<file path="src/rtl/core/ntc_pkg.sv">
// ----------------------------------------------------------------------------
// ntc_pkg: shared constants and types for the thermistor converter
// Segment table, cumulative code sums, field widths and the stage side-band
// record that travels with each beat down the pipeline.
// ----------------------------------------------------------------------------
package ntc_pkg;

  // Field and datapath widths
  localparam int unsigned AdcBits   = 10;
  localparam int unsigned SegCount  = 20;
  localparam int unsigned SegBits   = 5;
  localparam int unsigned DeltaBits = 7;
  localparam int unsigned NumBits   = 14;
  localparam int unsigned QuoBits   = 7;
  localparam int unsigned CelsBits  = 13;
  localparam int unsigned FahrBits  = 14;
  localparam int unsigned OffsBits  = 11;

  // Divider: quotient bits resolved per pipeline stage
  localparam int unsigned DivStepsPerStage = 2;
  localparam int unsigned DivStages = (QuoBits + DivStepsPerStage - 1) / DivStepsPerStage;

  // Fahrenheit path: c*9, magnitude, reciprocal of five
  localparam int unsigned MulBits     = 16;
  localparam int unsigned AbsBits     = 15;
  localparam int unsigned RecipBits   = 16;
  localparam int unsigned ProdBits    = AbsBits + RecipBits;
  localparam int unsigned Recip5Shift = 18;
  localparam logic [RecipBits-1:0] Recip5 = 16'd52429;

  // Clamp values and offsets, tenths of a degree
  localparam logic signed [CelsBits-1:0] HotLimit  = 13'sd1500;
  localparam logic signed [CelsBits-1:0] ColdLimit = -13'sd400;
  localparam logic signed [CelsBits-1:0] SegBias   = 13'sd4;
  localparam logic signed [CelsBits-1:0] SegStep   = 13'sd100;
  localparam logic signed [FahrBits-1:0] FahrBias  = 14'sd320;

  typedef logic [DeltaBits-1:0] delta_t;
  typedef logic [AdcBits-1:0]   code_t;

  // ADC code delta per 10 degree segment, cold end first
  localparam delta_t SegDelta [SegCount] = '{
    7'd25, 7'd39, 7'd61, 7'd83, 7'd102, 7'd113, 7'd112, 7'd101, 7'd85, 7'd67,
    7'd51, 7'd38, 7'd28, 7'd21, 7'd15,  7'd11,  7'd8,   7'd6,   7'd5,  7'd19
  };

  // Sum of the deltas from a segment up to the hot end
  localparam code_t CumSum [SegCount] = '{
    10'd990, 10'd965, 10'd926, 10'd865, 10'd782, 10'd680, 10'd567, 10'd455,
    10'd354, 10'd269, 10'd202, 10'd151, 10'd113, 10'd85,  10'd64,  10'd49,
    10'd38,  10'd30,  10'd24,  10'd19
  };

  typedef enum logic [1:0] {
    KindSeg,
    KindHot,
    KindCold
  } kind_e;

  typedef struct packed {
    kind_e              kind;
    logic [SegBits-1:0] seg;
    logic               want;
  } side_t;

endpackage

</file>
<file path="src/rtl/core/ntc_seg_search.sv">
// ----------------------------------------------------------------------------
// ntc_seg_search: segment lookup front end
// Three stages: compare the code against every cumulative sum, pick the
// segment and its remainder, then scale the remainder by 100.
// ----------------------------------------------------------------------------
module ntc_seg_search
  import ntc_pkg::*;
(
  input  logic               clk_i,
  input  logic               rst_ni,
  input  logic               en_i,
  input  logic               valid_i,
  input  code_t              code_i,
  input  logic               want_i,
  output logic               valid_o,
  output side_t              side_o,
  output logic [NumBits-1:0] num_o,
  output delta_t             div_o
);

  logic                s1_valid_q, s2_valid_q, s3_valid_q;
  logic [SegCount-1:0] s1_hit_d, s1_hit_q;
  code_t               s1_code_q;
  logic                s1_want_q;

  side_t               s2_side_d, s2_side_q, s3_side_q;
  delta_t              s2_rem_d, s2_rem_q;
  delta_t              s2_div_d, s2_div_q, s3_div_q;
  code_t               s2_diff;
  logic [NumBits-1:0]  s3_num_d, s3_num_q;

  // Compare against all cumulative sums in parallel
  always_comb begin
    for (int s = 0; s < SegCount; s++) begin
      s1_hit_d[s] = CumSum[s] > code_i;
    end
  end

  // Pick the hottest segment whose sum exceeds the code
  always_comb begin
    s2_side_d.seg  = '0;
    s2_side_d.want = s1_want_q;
    for (int s = 0; s < SegCount - 1; s++) begin
      if (s1_hit_q[s]) begin
        s2_side_d.seg = SegBits'(s);
      end
    end
    if (s1_hit_q[SegCount-1]) begin
      s2_side_d.kind = KindHot;
    end else if (!s1_hit_q[0]) begin
      s2_side_d.kind = KindCold;
    end else begin
      s2_side_d.kind = KindSeg;
    end
    s2_diff  = CumSum[s2_side_d.seg] - s1_code_q;
    s2_rem_d = s2_diff[DeltaBits-1:0];
    s2_div_d = SegDelta[s2_side_d.seg];
  end

  // Scale remainder by 100 with shifts
  always_comb begin
    s3_num_d = ({{(NumBits-DeltaBits){1'b0}}, s2_rem_q} << 6)
             + ({{(NumBits-DeltaBits){1'b0}}, s2_rem_q} << 5)
             + ({{(NumBits-DeltaBits){1'b0}}, s2_rem_q} << 2);
  end

  // Advance valid bits
  always_ff @(posedge clk_i or negedge rst_ni) begin
    if (!rst_ni) begin
      s1_valid_q <= 1'b0;
      s2_valid_q <= 1'b0;
      s3_valid_q <= 1'b0;
    end else if (en_i) begin
      s1_valid_q <= valid_i;
      s2_valid_q <= s1_valid_q;
      s3_valid_q <= s2_valid_q;
    end
  end

  // Advance payload
  always_ff @(posedge clk_i) begin
    if (en_i) begin
      s1_hit_q  <= s1_hit_d;
      s1_code_q <= code_i;
      s1_want_q <= want_i;
      s2_side_q <= s2_side_d;
      s2_rem_q  <= s2_rem_d;
      s2_div_q  <= s2_div_d;
      s3_side_q <= s2_side_q;
      s3_num_q  <= s3_num_d;
      s3_div_q  <= s2_div_q;
    end
  end

  assign valid_o = s3_valid_q;
  assign side_o  = s3_side_q;
  assign num_o   = s3_num_q;
  assign div_o   = s3_div_q;

endmodule

</file>
<file path="src/rtl/core/ntc_frac_div.sv">
// ----------------------------------------------------------------------------
// ntc_frac_div: pipelined restoring divider for the segment fraction
// Resolves DivStepsPerStage quotient bits per stage, MSB first.
// ----------------------------------------------------------------------------
module ntc_frac_div
  import ntc_pkg::*;
(
  input  logic               clk_i,
  input  logic               rst_ni,
  input  logic               en_i,
  input  logic               valid_i,
  input  side_t              side_i,
  input  logic [NumBits-1:0] num_i,
  input  delta_t             div_i,
  output logic               valid_o,
  output side_t              side_o,
  output logic [QuoBits-1:0] quo_o
);

  logic               st_valid_q [DivStages];
  side_t              st_side_q  [DivStages];
  logic [NumBits-1:0] st_num_q   [DivStages];
  logic [QuoBits-1:0] st_quo_q   [DivStages];
  delta_t             st_div_q   [DivStages];

  logic               valid_v [DivStages];
  side_t              side_v  [DivStages];
  logic [NumBits-1:0] num_v   [DivStages];
  logic [QuoBits-1:0] quo_v   [DivStages];
  delta_t             div_v   [DivStages];

  logic [NumBits-1:0] num_d [DivStages];
  logic [QuoBits-1:0] quo_d [DivStages];

  // Route each stage's input: port for the first, previous register after
  always_comb begin
    valid_v[0] = valid_i;
    side_v[0]  = side_i;
    num_v[0]   = num_i;
    quo_v[0]   = '0;
    div_v[0]   = div_i;
    for (int k = 1; k < DivStages; k++) begin
      valid_v[k] = st_valid_q[k-1];
      side_v[k]  = st_side_q[k-1];
      num_v[k]   = st_num_q[k-1];
      quo_v[k]   = st_quo_q[k-1];
      div_v[k]   = st_div_q[k-1];
    end
  end

  // Trial subtract for the quotient bits owned by each stage
  always_comb begin
    int                 bpos;
    logic [NumBits-1:0] part;
    logic [NumBits-1:0] trial;
    logic [QuoBits-1:0] q;
    for (int k = 0; k < DivStages; k++) begin
      part = num_v[k];
      q    = quo_v[k];
      for (int j = 0; j < DivStepsPerStage; j++) begin
        bpos  = int'(QuoBits) - 1 - (k * int'(DivStepsPerStage) + j);
        trial = '0;
        if (bpos >= 0) begin
          trial = {{(NumBits-DeltaBits){1'b0}}, div_v[k]} << bpos;
          if (part >= trial) begin
            part    = part - trial;
            q[bpos] = 1'b1;
          end
        end
      end
      num_d[k] = part;
      quo_d[k] = q;
    end
  end

  // Advance valid bits
  always_ff @(posedge clk_i or negedge rst_ni) begin
    if (!rst_ni) begin
      for (int k = 0; k < DivStages; k++) begin
        st_valid_q[k] <= 1'b0;
      end
    end else if (en_i) begin
      for (int k = 0; k < DivStages; k++) begin
        st_valid_q[k] <= valid_v[k];
      end
    end
  end

  // Advance payload
  always_ff @(posedge clk_i) begin
    if (en_i) begin
      for (int k = 0; k < DivStages; k++) begin
        st_side_q[k] <= side_v[k];
        st_num_q[k]  <= num_d[k];
        st_quo_q[k]  <= quo_d[k];
        st_div_q[k]  <= div_v[k];
      end
    end
  end

  assign valid_o = st_valid_q[DivStages-1];
  assign side_o  = st_side_q[DivStages-1];
  assign quo_o   = st_quo_q[DivStages-1];

endmodule

</file>
<file path="src/rtl/core/ntc_temp_conv.sv">
// ----------------------------------------------------------------------------
// ntc_temp_conv: Celsius assembly and Fahrenheit conversion
// Four stages: clamp/offset, times nine, reciprocal multiply, bias and select.
// ----------------------------------------------------------------------------
module ntc_temp_conv
  import ntc_pkg::*;
(
  input  logic                       clk_i,
  input  logic                       rst_ni,
  input  logic                       en_i,
  input  logic                       valid_i,
  input  side_t                      side_i,
  input  logic        [QuoBits-1:0]  quo_i,
  input  logic signed [OffsBits-1:0] offset_i,
  output logic                       valid_o,
  output logic signed [CelsBits-1:0] celsius_o,
  output logic signed [FahrBits-1:0] fahrenheit_o,
  output logic signed [FahrBits-1:0] selected_o
);

  logic                       t1_valid_q, t2_valid_q, t3_valid_q, t4_valid_q;
  logic signed [CelsBits-1:0] t1_c_d, t1_c_q, t2_c_q, t3_c_q, t4_c_q;
  logic                       t1_want_q, t2_want_q, t3_want_q;
  logic signed [CelsBits-1:0] seg_s;
  logic signed [CelsBits-1:0] base;

  logic signed [MulBits-1:0]  t2_m;
  logic        [MulBits-1:0]  t2_mag;
  logic        [AbsBits-1:0]  t2_abs_d, t2_abs_q;
  logic                       t2_neg_q, t3_neg_q;
  logic        [ProdBits-1:0] t3_prod_d, t3_prod_q;

  logic        [ProdBits-Recip5Shift-1:0] t4_quot;
  logic signed [FahrBits-1:0]             t4_quot_s;
  logic signed [FahrBits-1:0]             t4_f_d, t4_f_q, t4_sel_d, t4_sel_q;

  // Build lookup temperature and add calibration
  always_comb begin
    seg_s = $signed({{(CelsBits-SegBits){1'b0}}, side_i.seg}) - SegBias;
    case (side_i.kind)
      KindHot:  base = HotLimit;
      KindCold: base = ColdLimit;
      default:  base = seg_s * SegStep
                     + $signed({{(CelsBits-QuoBits){1'b0}}, quo_i});
    endcase
    t1_c_d = base + $signed({{(CelsBits-OffsBits){offset_i[OffsBits-1]}}, offset_i});
  end

  // Multiply by nine and split into sign and magnitude
  always_comb begin
    t2_m     = (MulBits'(t1_c_q) <<< 3) + MulBits'(t1_c_q);
    t2_mag   = t2_m[MulBits-1] ? unsigned'(-t2_m) : unsigned'(t2_m);
    t2_abs_d = t2_mag[AbsBits-1:0];
  end

  // Divide magnitude by five through the reciprocal
  always_comb begin
    t3_prod_d = ProdBits'(t2_abs_q) * ProdBits'(Recip5);
  end

  // Restore sign, add bias, select output unit
  always_comb begin
    t4_quot   = t3_prod_q[ProdBits-1:Recip5Shift];
    t4_quot_s = $signed({{(FahrBits-(ProdBits-Recip5Shift)){1'b0}}, t4_quot});
    t4_f_d    = t3_neg_q ? (FahrBias - t4_quot_s) : (FahrBias + t4_quot_s);
    t4_sel_d  = t3_want_q ? FahrBits'(t3_c_q) : t4_f_d;
  end

  // Advance valid bits
  always_ff @(posedge clk_i or negedge rst_ni) begin
    if (!rst_ni) begin
      t1_valid_q <= 1'b0;
      t2_valid_q <= 1'b0;
      t3_valid_q <= 1'b0;
      t4_valid_q <= 1'b0;
    end else if (en_i) begin
      t1_valid_q <= valid_i;
      t2_valid_q <= t1_valid_q;
      t3_valid_q <= t2_valid_q;
      t4_valid_q <= t3_valid_q;
    end
  end

  // Advance payload
  always_ff @(posedge clk_i) begin
    if (en_i) begin
      t1_c_q    <= t1_c_d;
      t1_want_q <= side_i.want;
      t2_c_q    <= t1_c_q;
      t2_want_q <= t1_want_q;
      t2_abs_q  <= t2_abs_d;
      t2_neg_q  <= t2_m[MulBits-1];
      t3_c_q    <= t2_c_q;
      t3_want_q <= t2_want_q;
      t3_neg_q  <= t2_neg_q;
      t3_prod_q <= t3_prod_d;
      t4_c_q    <= t3_c_q;
      t4_f_q    <= t4_f_d;
      t4_sel_q  <= t4_sel_d;
    end
  end

  assign valid_o      = t4_valid_q;
  assign celsius_o    = t4_c_q;
  assign fahrenheit_o = t4_f_q;
  assign selected_o   = t4_sel_q;

endmodule

</file>
<file path="src/rtl/core/ntc_adc_to_temperature.sv">
// ----------------------------------------------------------------------------
// ntc_adc_to_temperature: thermistor ADC code to temperature
// Segment lookup, pipelined fraction divide, calibration and unit conversion.
//
//   channel | direction | handshake              | payload
//   --------+-----------+------------------------+-----------------------------
//   in      | input     | in_valid_i/in_stall_o  | adc_code_i, want_celsius_i
//   out     | output    | out_valid_o/out_stall_i| celsius, fahrenheit, selected
//   cfg     | input     | cfg_we_i               | cfg_wdata_i (calibration)
//
// One beat enters per cycle while no finished result is blocked; each beat
// passes through 3 lookup stages, 4 divider stages (2 quotient bits each, 1 in the
// last) and 4 stages of Celsius/Fahrenheit arithmetic.
// Reset clears all valid bits and the calibration offset to zero.
// A stalled output beat freezes the whole pipeline; in_stall_o follows
// out_stall_i whenever a result is waiting.
// ----------------------------------------------------------------------------
module ntc_adc_to_temperature
  import ntc_pkg::*;
(
  input  logic                       clk_i,
  input  logic                       rst_ni,
  input  logic                       in_valid_i,
  output logic                       in_stall_o,
  input  logic        [AdcBits-1:0]  adc_code_i,
  input  logic                       want_celsius_i,
  input  logic                       cfg_we_i,
  input  logic signed [OffsBits-1:0] cfg_wdata_i,
  output logic                       out_valid_o,
  input  logic                       out_stall_i,
  output logic signed [CelsBits-1:0] celsius_tenths_o,
  output logic signed [FahrBits-1:0] fahrenheit_tenths_o,
  output logic signed [FahrBits-1:0] selected_temperature_o
);

  logic signed [OffsBits-1:0] cal_offset_q;
  logic                       en;

  logic                       srch_valid;
  side_t                      srch_side;
  logic        [NumBits-1:0]  srch_num;
  delta_t                     srch_div;

  logic                       div_valid;
  side_t                      div_side;
  logic        [QuoBits-1:0]  div_quo;

  // Hold every stage while a finished beat waits
  assign en         = !(out_valid_o && out_stall_i);
  assign in_stall_o = !en;

  // Calibration register
  always_ff @(posedge clk_i or negedge rst_ni) begin
    if (!rst_ni) begin
      cal_offset_q <= '0;
    end else if (cfg_we_i) begin
      cal_offset_q <= cfg_wdata_i;
    end
  end

  ntc_seg_search u_search (
    .clk_i   (clk_i),
    .rst_ni  (rst_ni),
    .en_i    (en),
    .valid_i (in_valid_i),
    .code_i  (adc_code_i[AdcBits-1:0]),
    .want_i  (want_celsius_i),
    .valid_o (srch_valid),
    .side_o  (srch_side),
    .num_o   (srch_num),
    .div_o   (srch_div)
  );

  ntc_frac_div u_div (
    .clk_i   (clk_i),
    .rst_ni  (rst_ni),
    .en_i    (en),
    .valid_i (srch_valid),
    .side_i  (srch_side),
    .num_i   (srch_num),
    .div_i   (srch_div),
    .valid_o (div_valid),
    .side_o  (div_side),
    .quo_o   (div_quo)
  );

  ntc_temp_conv u_conv (
    .clk_i        (clk_i),
    .rst_ni       (rst_ni),
    .en_i         (en),
    .valid_i      (div_valid),
    .side_i       (div_side),
    .quo_i        (div_quo),
    .offset_i     (cal_offset_q),
    .valid_o      (out_valid_o),
    .celsius_o    (celsius_tenths_o),
    .fahrenheit_o (fahrenheit_tenths_o),
    .selected_o   (selected_temperature_o)
  );

endmodule

</file>
<file path="config.mk">
export PLATFORM = sky130hd
export DESIGN_NAME = ntc_adc_to_temperature
export DESIGN_NICKNAME = d
export VERILOG_FILES = /design/src/rtl/core/ntc_pkg.sv /design/src/rtl/core/ntc_seg_search.sv /design/src/rtl/core/ntc_frac_div.sv /design/src/rtl/core/ntc_temp_conv.sv /design/src/rtl/core/ntc_adc_to_temperature.sv
export SDC_FILE = /design/constraint.sdc
export NUM_CORES = 1
export LEC_CHECK = 0
export BUFFER_PORTS_ARGS = -buffer_cell sky130_fd_sc_hd__buf_4
export CAP_MARGIN = 20
export CORE_ASPECT_RATIO = 0.6
export CORE_MARGIN = 1.5
export CORE_UTILIZATION = 48
export DETAILED_ROUTE_END_ITERATION = 12
export PLACE_DENSITY_LB_ADDON = 0.05
export RECOVER_POWER = 100
export SLEW_MARGIN = 20
export SYNTH_ARGS = -nofsm -noshare
export SYNTH_HDL_FRONTEND = slang
export SYNTH_SLANG_ARGS = --single-unit
</file>
<file path="constraint.sdc">
create_clock -name clk_i -period 19.64 [get_ports clk_i]
set_clock_uncertainty 0.1 [all_clocks]
set_input_delay 5.892 -clock clk_i [delete_from_list [all_inputs] [get_ports clk_i]]
set_output_delay 5.892 -clock clk_i [all_outputs]
set_load 0.05 [all_outputs]
</file>
==> summary.txt <==
Clock network
  – Clock slew at reported path FFs: roughly 0.070 ns
  – # resized after CTS: 0
  – H-tree depth: 2
  – Post-CTS Setup Repair Bufs: 0
  – CTS Sinks: between 300 and 400
  – Hold_buf cts: 0
  – TritonCTS clock tree: built
  – Root Buffer Master: clkbuf_16
  – Clock latency on the worst-skew pair: between 0.5 and 0.6 ns
  – Max Buffers Root-to-Sink: 3
  – Number of buffers created by CTS: 34

Synth
  – Unique masters post-synth: 81
  – Mapped cell area: 0.0207 mm²
  – Post-synth EDFFs: 298
  – Avg Cell Area, Syn: 11.7 µm²
  – Synth top area cells: edfxtp_1 43%, ha_1 14%, fa_1 7.5%
  – YS warnings: 0
  – Most numerous cell in the Yosys netlist: edfxtp_1
  – Post-synth top area share: a little over two fifths
  – Cell taking the most area after synthesis: edfxtp_1
  – Mapped Cells: between 1500 and 2000
  – Yosys reg bits: 320
  – Ys async rst share: under 10%
  – Syn nets: ~2100
  – Seq/Total Area, Yosys: a little under half
  – Synth top cells by count: 298 x edfxtp_1, 239 x ha_1, 210 x inv_1
  – Synth Flop Type: edfxtp_1

STA
  – Worst-margin pin slew: about 3.9 ns
  – Period utilisation layout: slightly above 70%
  – RSZ-0062 raised after global routing: no
  – Final Hold Violating Endpoints: 0
  – Setup TNS: 0 ns
  – Slew HR: -159%
  – # setup viols final: 0
  – Final min period: between 10 and 15 ns
  – Count of pins over their slew limit: around 280
  – Max Freq: approximately 0.07 GHz

Route
  – Initial DRC Count: 1052
  – Detail Route Antenna Nets: 0
  – DR WL/cell: 18.6 µm
  – Vias per cell: 5.44
  – Residual DRC: 0
  – Final WL: about 45 mm
  – Router iterations before antenna repair: 6
  – Vias: 13300

Die
  – Top-level I/O count: 70
  – Die area: roughly 0.044 mm²
  – Die Y: ~160 µm
  – Core ar.: roughly 0.042 mm²
  – Row count: 58
  – Starting Density: between 40% and 50%
  – Die Wd: about 270 µm

Setup path
  – Reg2reg start: u_conv.valid_o
  – WP data arrival: approximately 8.1 ns
  – Setup CP Type: primary input to output port
  – Worst Reg2Reg Path Length in Cells: 4
  – Worst Setup Start Kind: primary input
  – CP required: between 10 and 15 ns
  – Reg2reg end: u_conv.t2_abs_q[9]
  – R2r setup slk: 11.18 ns
  – Crit. End Element: output port
  – CP Max Fanout: 44

Cells and area
  – Layout cell share with drive strength beyond 1: slightly below 8%
  – Final-stage net count: 2187
  – Final non-filler cell total: roughly 2400
  – Area grow syn2layout: 9.88%

Outcome
  – Violated checks: max-capacitance violations, max-slew violations
  – Status: finished, violations left

Placement
  – Post-DP HPWL: 35.1 mm
  – # port buffers: between 60 and 70
  – Cell count after placement: 2378
  – Global placement routability congestion: 0.885

Global route
  – First-pass GRT wire length: around 70 mm
  – Initial antenna violation count: 0
  – Pin count of the biggest net entering global routing: 75
  – Vias in the first global route: 12400
  – GRT Util Overall: 20.6%
  – GR Overflow Total: 0

Min path
  – Hold Crit Class: flop to flop
  – Hold path depth: 0
  – Hold Path Origin: u_div.st_side_q[2][6]
  – Hold Path Sink: u_div.st_side_q[3][6]

Flow run
  – Total of max-cap violations: 6
flip-flops by register name (all words and copies together) (netlist names), 8 cells and up:
name,count
u_div.st_num_q,37
u_div.st_side_q,32
u_div.st_div_q,21
u_search.s1_hit_q,20
u_div.st_quo_q,19
u_conv.t2_abs_q,15
u_conv.fahrenheit_o,14
u_conv.selected_o,14
u_conv.t3_prod_q,14
u_conv.celsius_o,13
u_conv.t1_c_q,13
u_conv.t2_c_q,12
u_conv.t3_c_q,12
u_search.num_o,12
cal_offset_q,11
u_search.s2_side_q,8
u_search.side_o,8
cell usage in the layout, fill, tap and decap left out, types with 23 or more instances in the layout:
cell and n:
edfxtp_1 298, ha_1 239, inv_1 211, nor2_1 108
o21ai_0 91, a21oi_1 90, nand2_1 83, xnor2_1 80
fa_1 77, clkbuf_1 59, mux2_2 42, xor2_1 34
clkbuf_16 34, nor3_1 30, nor2b_1 25, a21o_1 23
worst max-delay path, cell delays in order:
cell      delay (ns)
clkbuf_4        0.11
nand2_1         1.55
inv_1           0.12
clkbuf_1        0.37
logic make-up after synthesis:
| family | Yosys count | synth area share, % |
|---|---|---|
| and+or+nand+nor | 359 | 8.59 |
| AOI/OAI and AO/OA | 352 | 11.2 |
| DFF | 320 | 45.9 |
| adders and majority gates | 316 | 21.9 |
| buffers and inverters | 245 | 4.49 |
| xor gates and xnor gates | 114 | 4.83 |
| muxes | 57 | 3.10 |
routing by layer:
layer	vias up	wire [µm]	GRT usage [%]
li1	6499	-	-
met2	343	15700	24.2
met4	0	354	2.95
met3	31	3240	4.74
met5	-	0	0
met1	6407	26100	36.6
worst max-delay path by stage:
| stage | startpoint | depth (start not counted) | to | slack [ns] |
|---|---|---|---|---|
| floorplan | out_stall_i | 3 | in_stall_o | 2.12 |
| finish | out_stall_i | 4 | in_stall_o | 5.59 |
| global route | out_stall_i | 5 | u_conv.t2_abs_q[5] | 5.24 |
| global placement | out_stall_i | 4 | in_stall_o | 6.79 |
| detailed placement | out_stall_i | 4 | in_stall_o | 6.77 |
| CTS | out_stall_i | 4 | in_stall_o | 6.77 |
per-stage QoR:
step	util (%)	cell area (µm²)	setup WS [ns]	hold slack (ns)
finish	53.9	22700	5.59	0.296
global route	53.9	22700	5.24	0.301
CTS	54.5	23000	6.77	0.299
detailed placement	51.8	21900	6.77	0.305
global placement	51.8	21900	6.79	0.300
floorplan	-	20700	2.12	0.300
area by class of cell:
class                           count  area, µm²
Multi-Input combinational cell   1198      10200
Fill cell                        3733      19400
Antenna cell                        1       2.50
Clock inverter                     27        289
Tap cell                          570        713
Clock buffer                       35        855
Sequential cell                   320       9500
Timing Repair Buffer               77        360
Inverter                          213        800
Power is not shown: default switching activity piles up to over one toggle a cycle in this logic, so the estimate is an artifact.
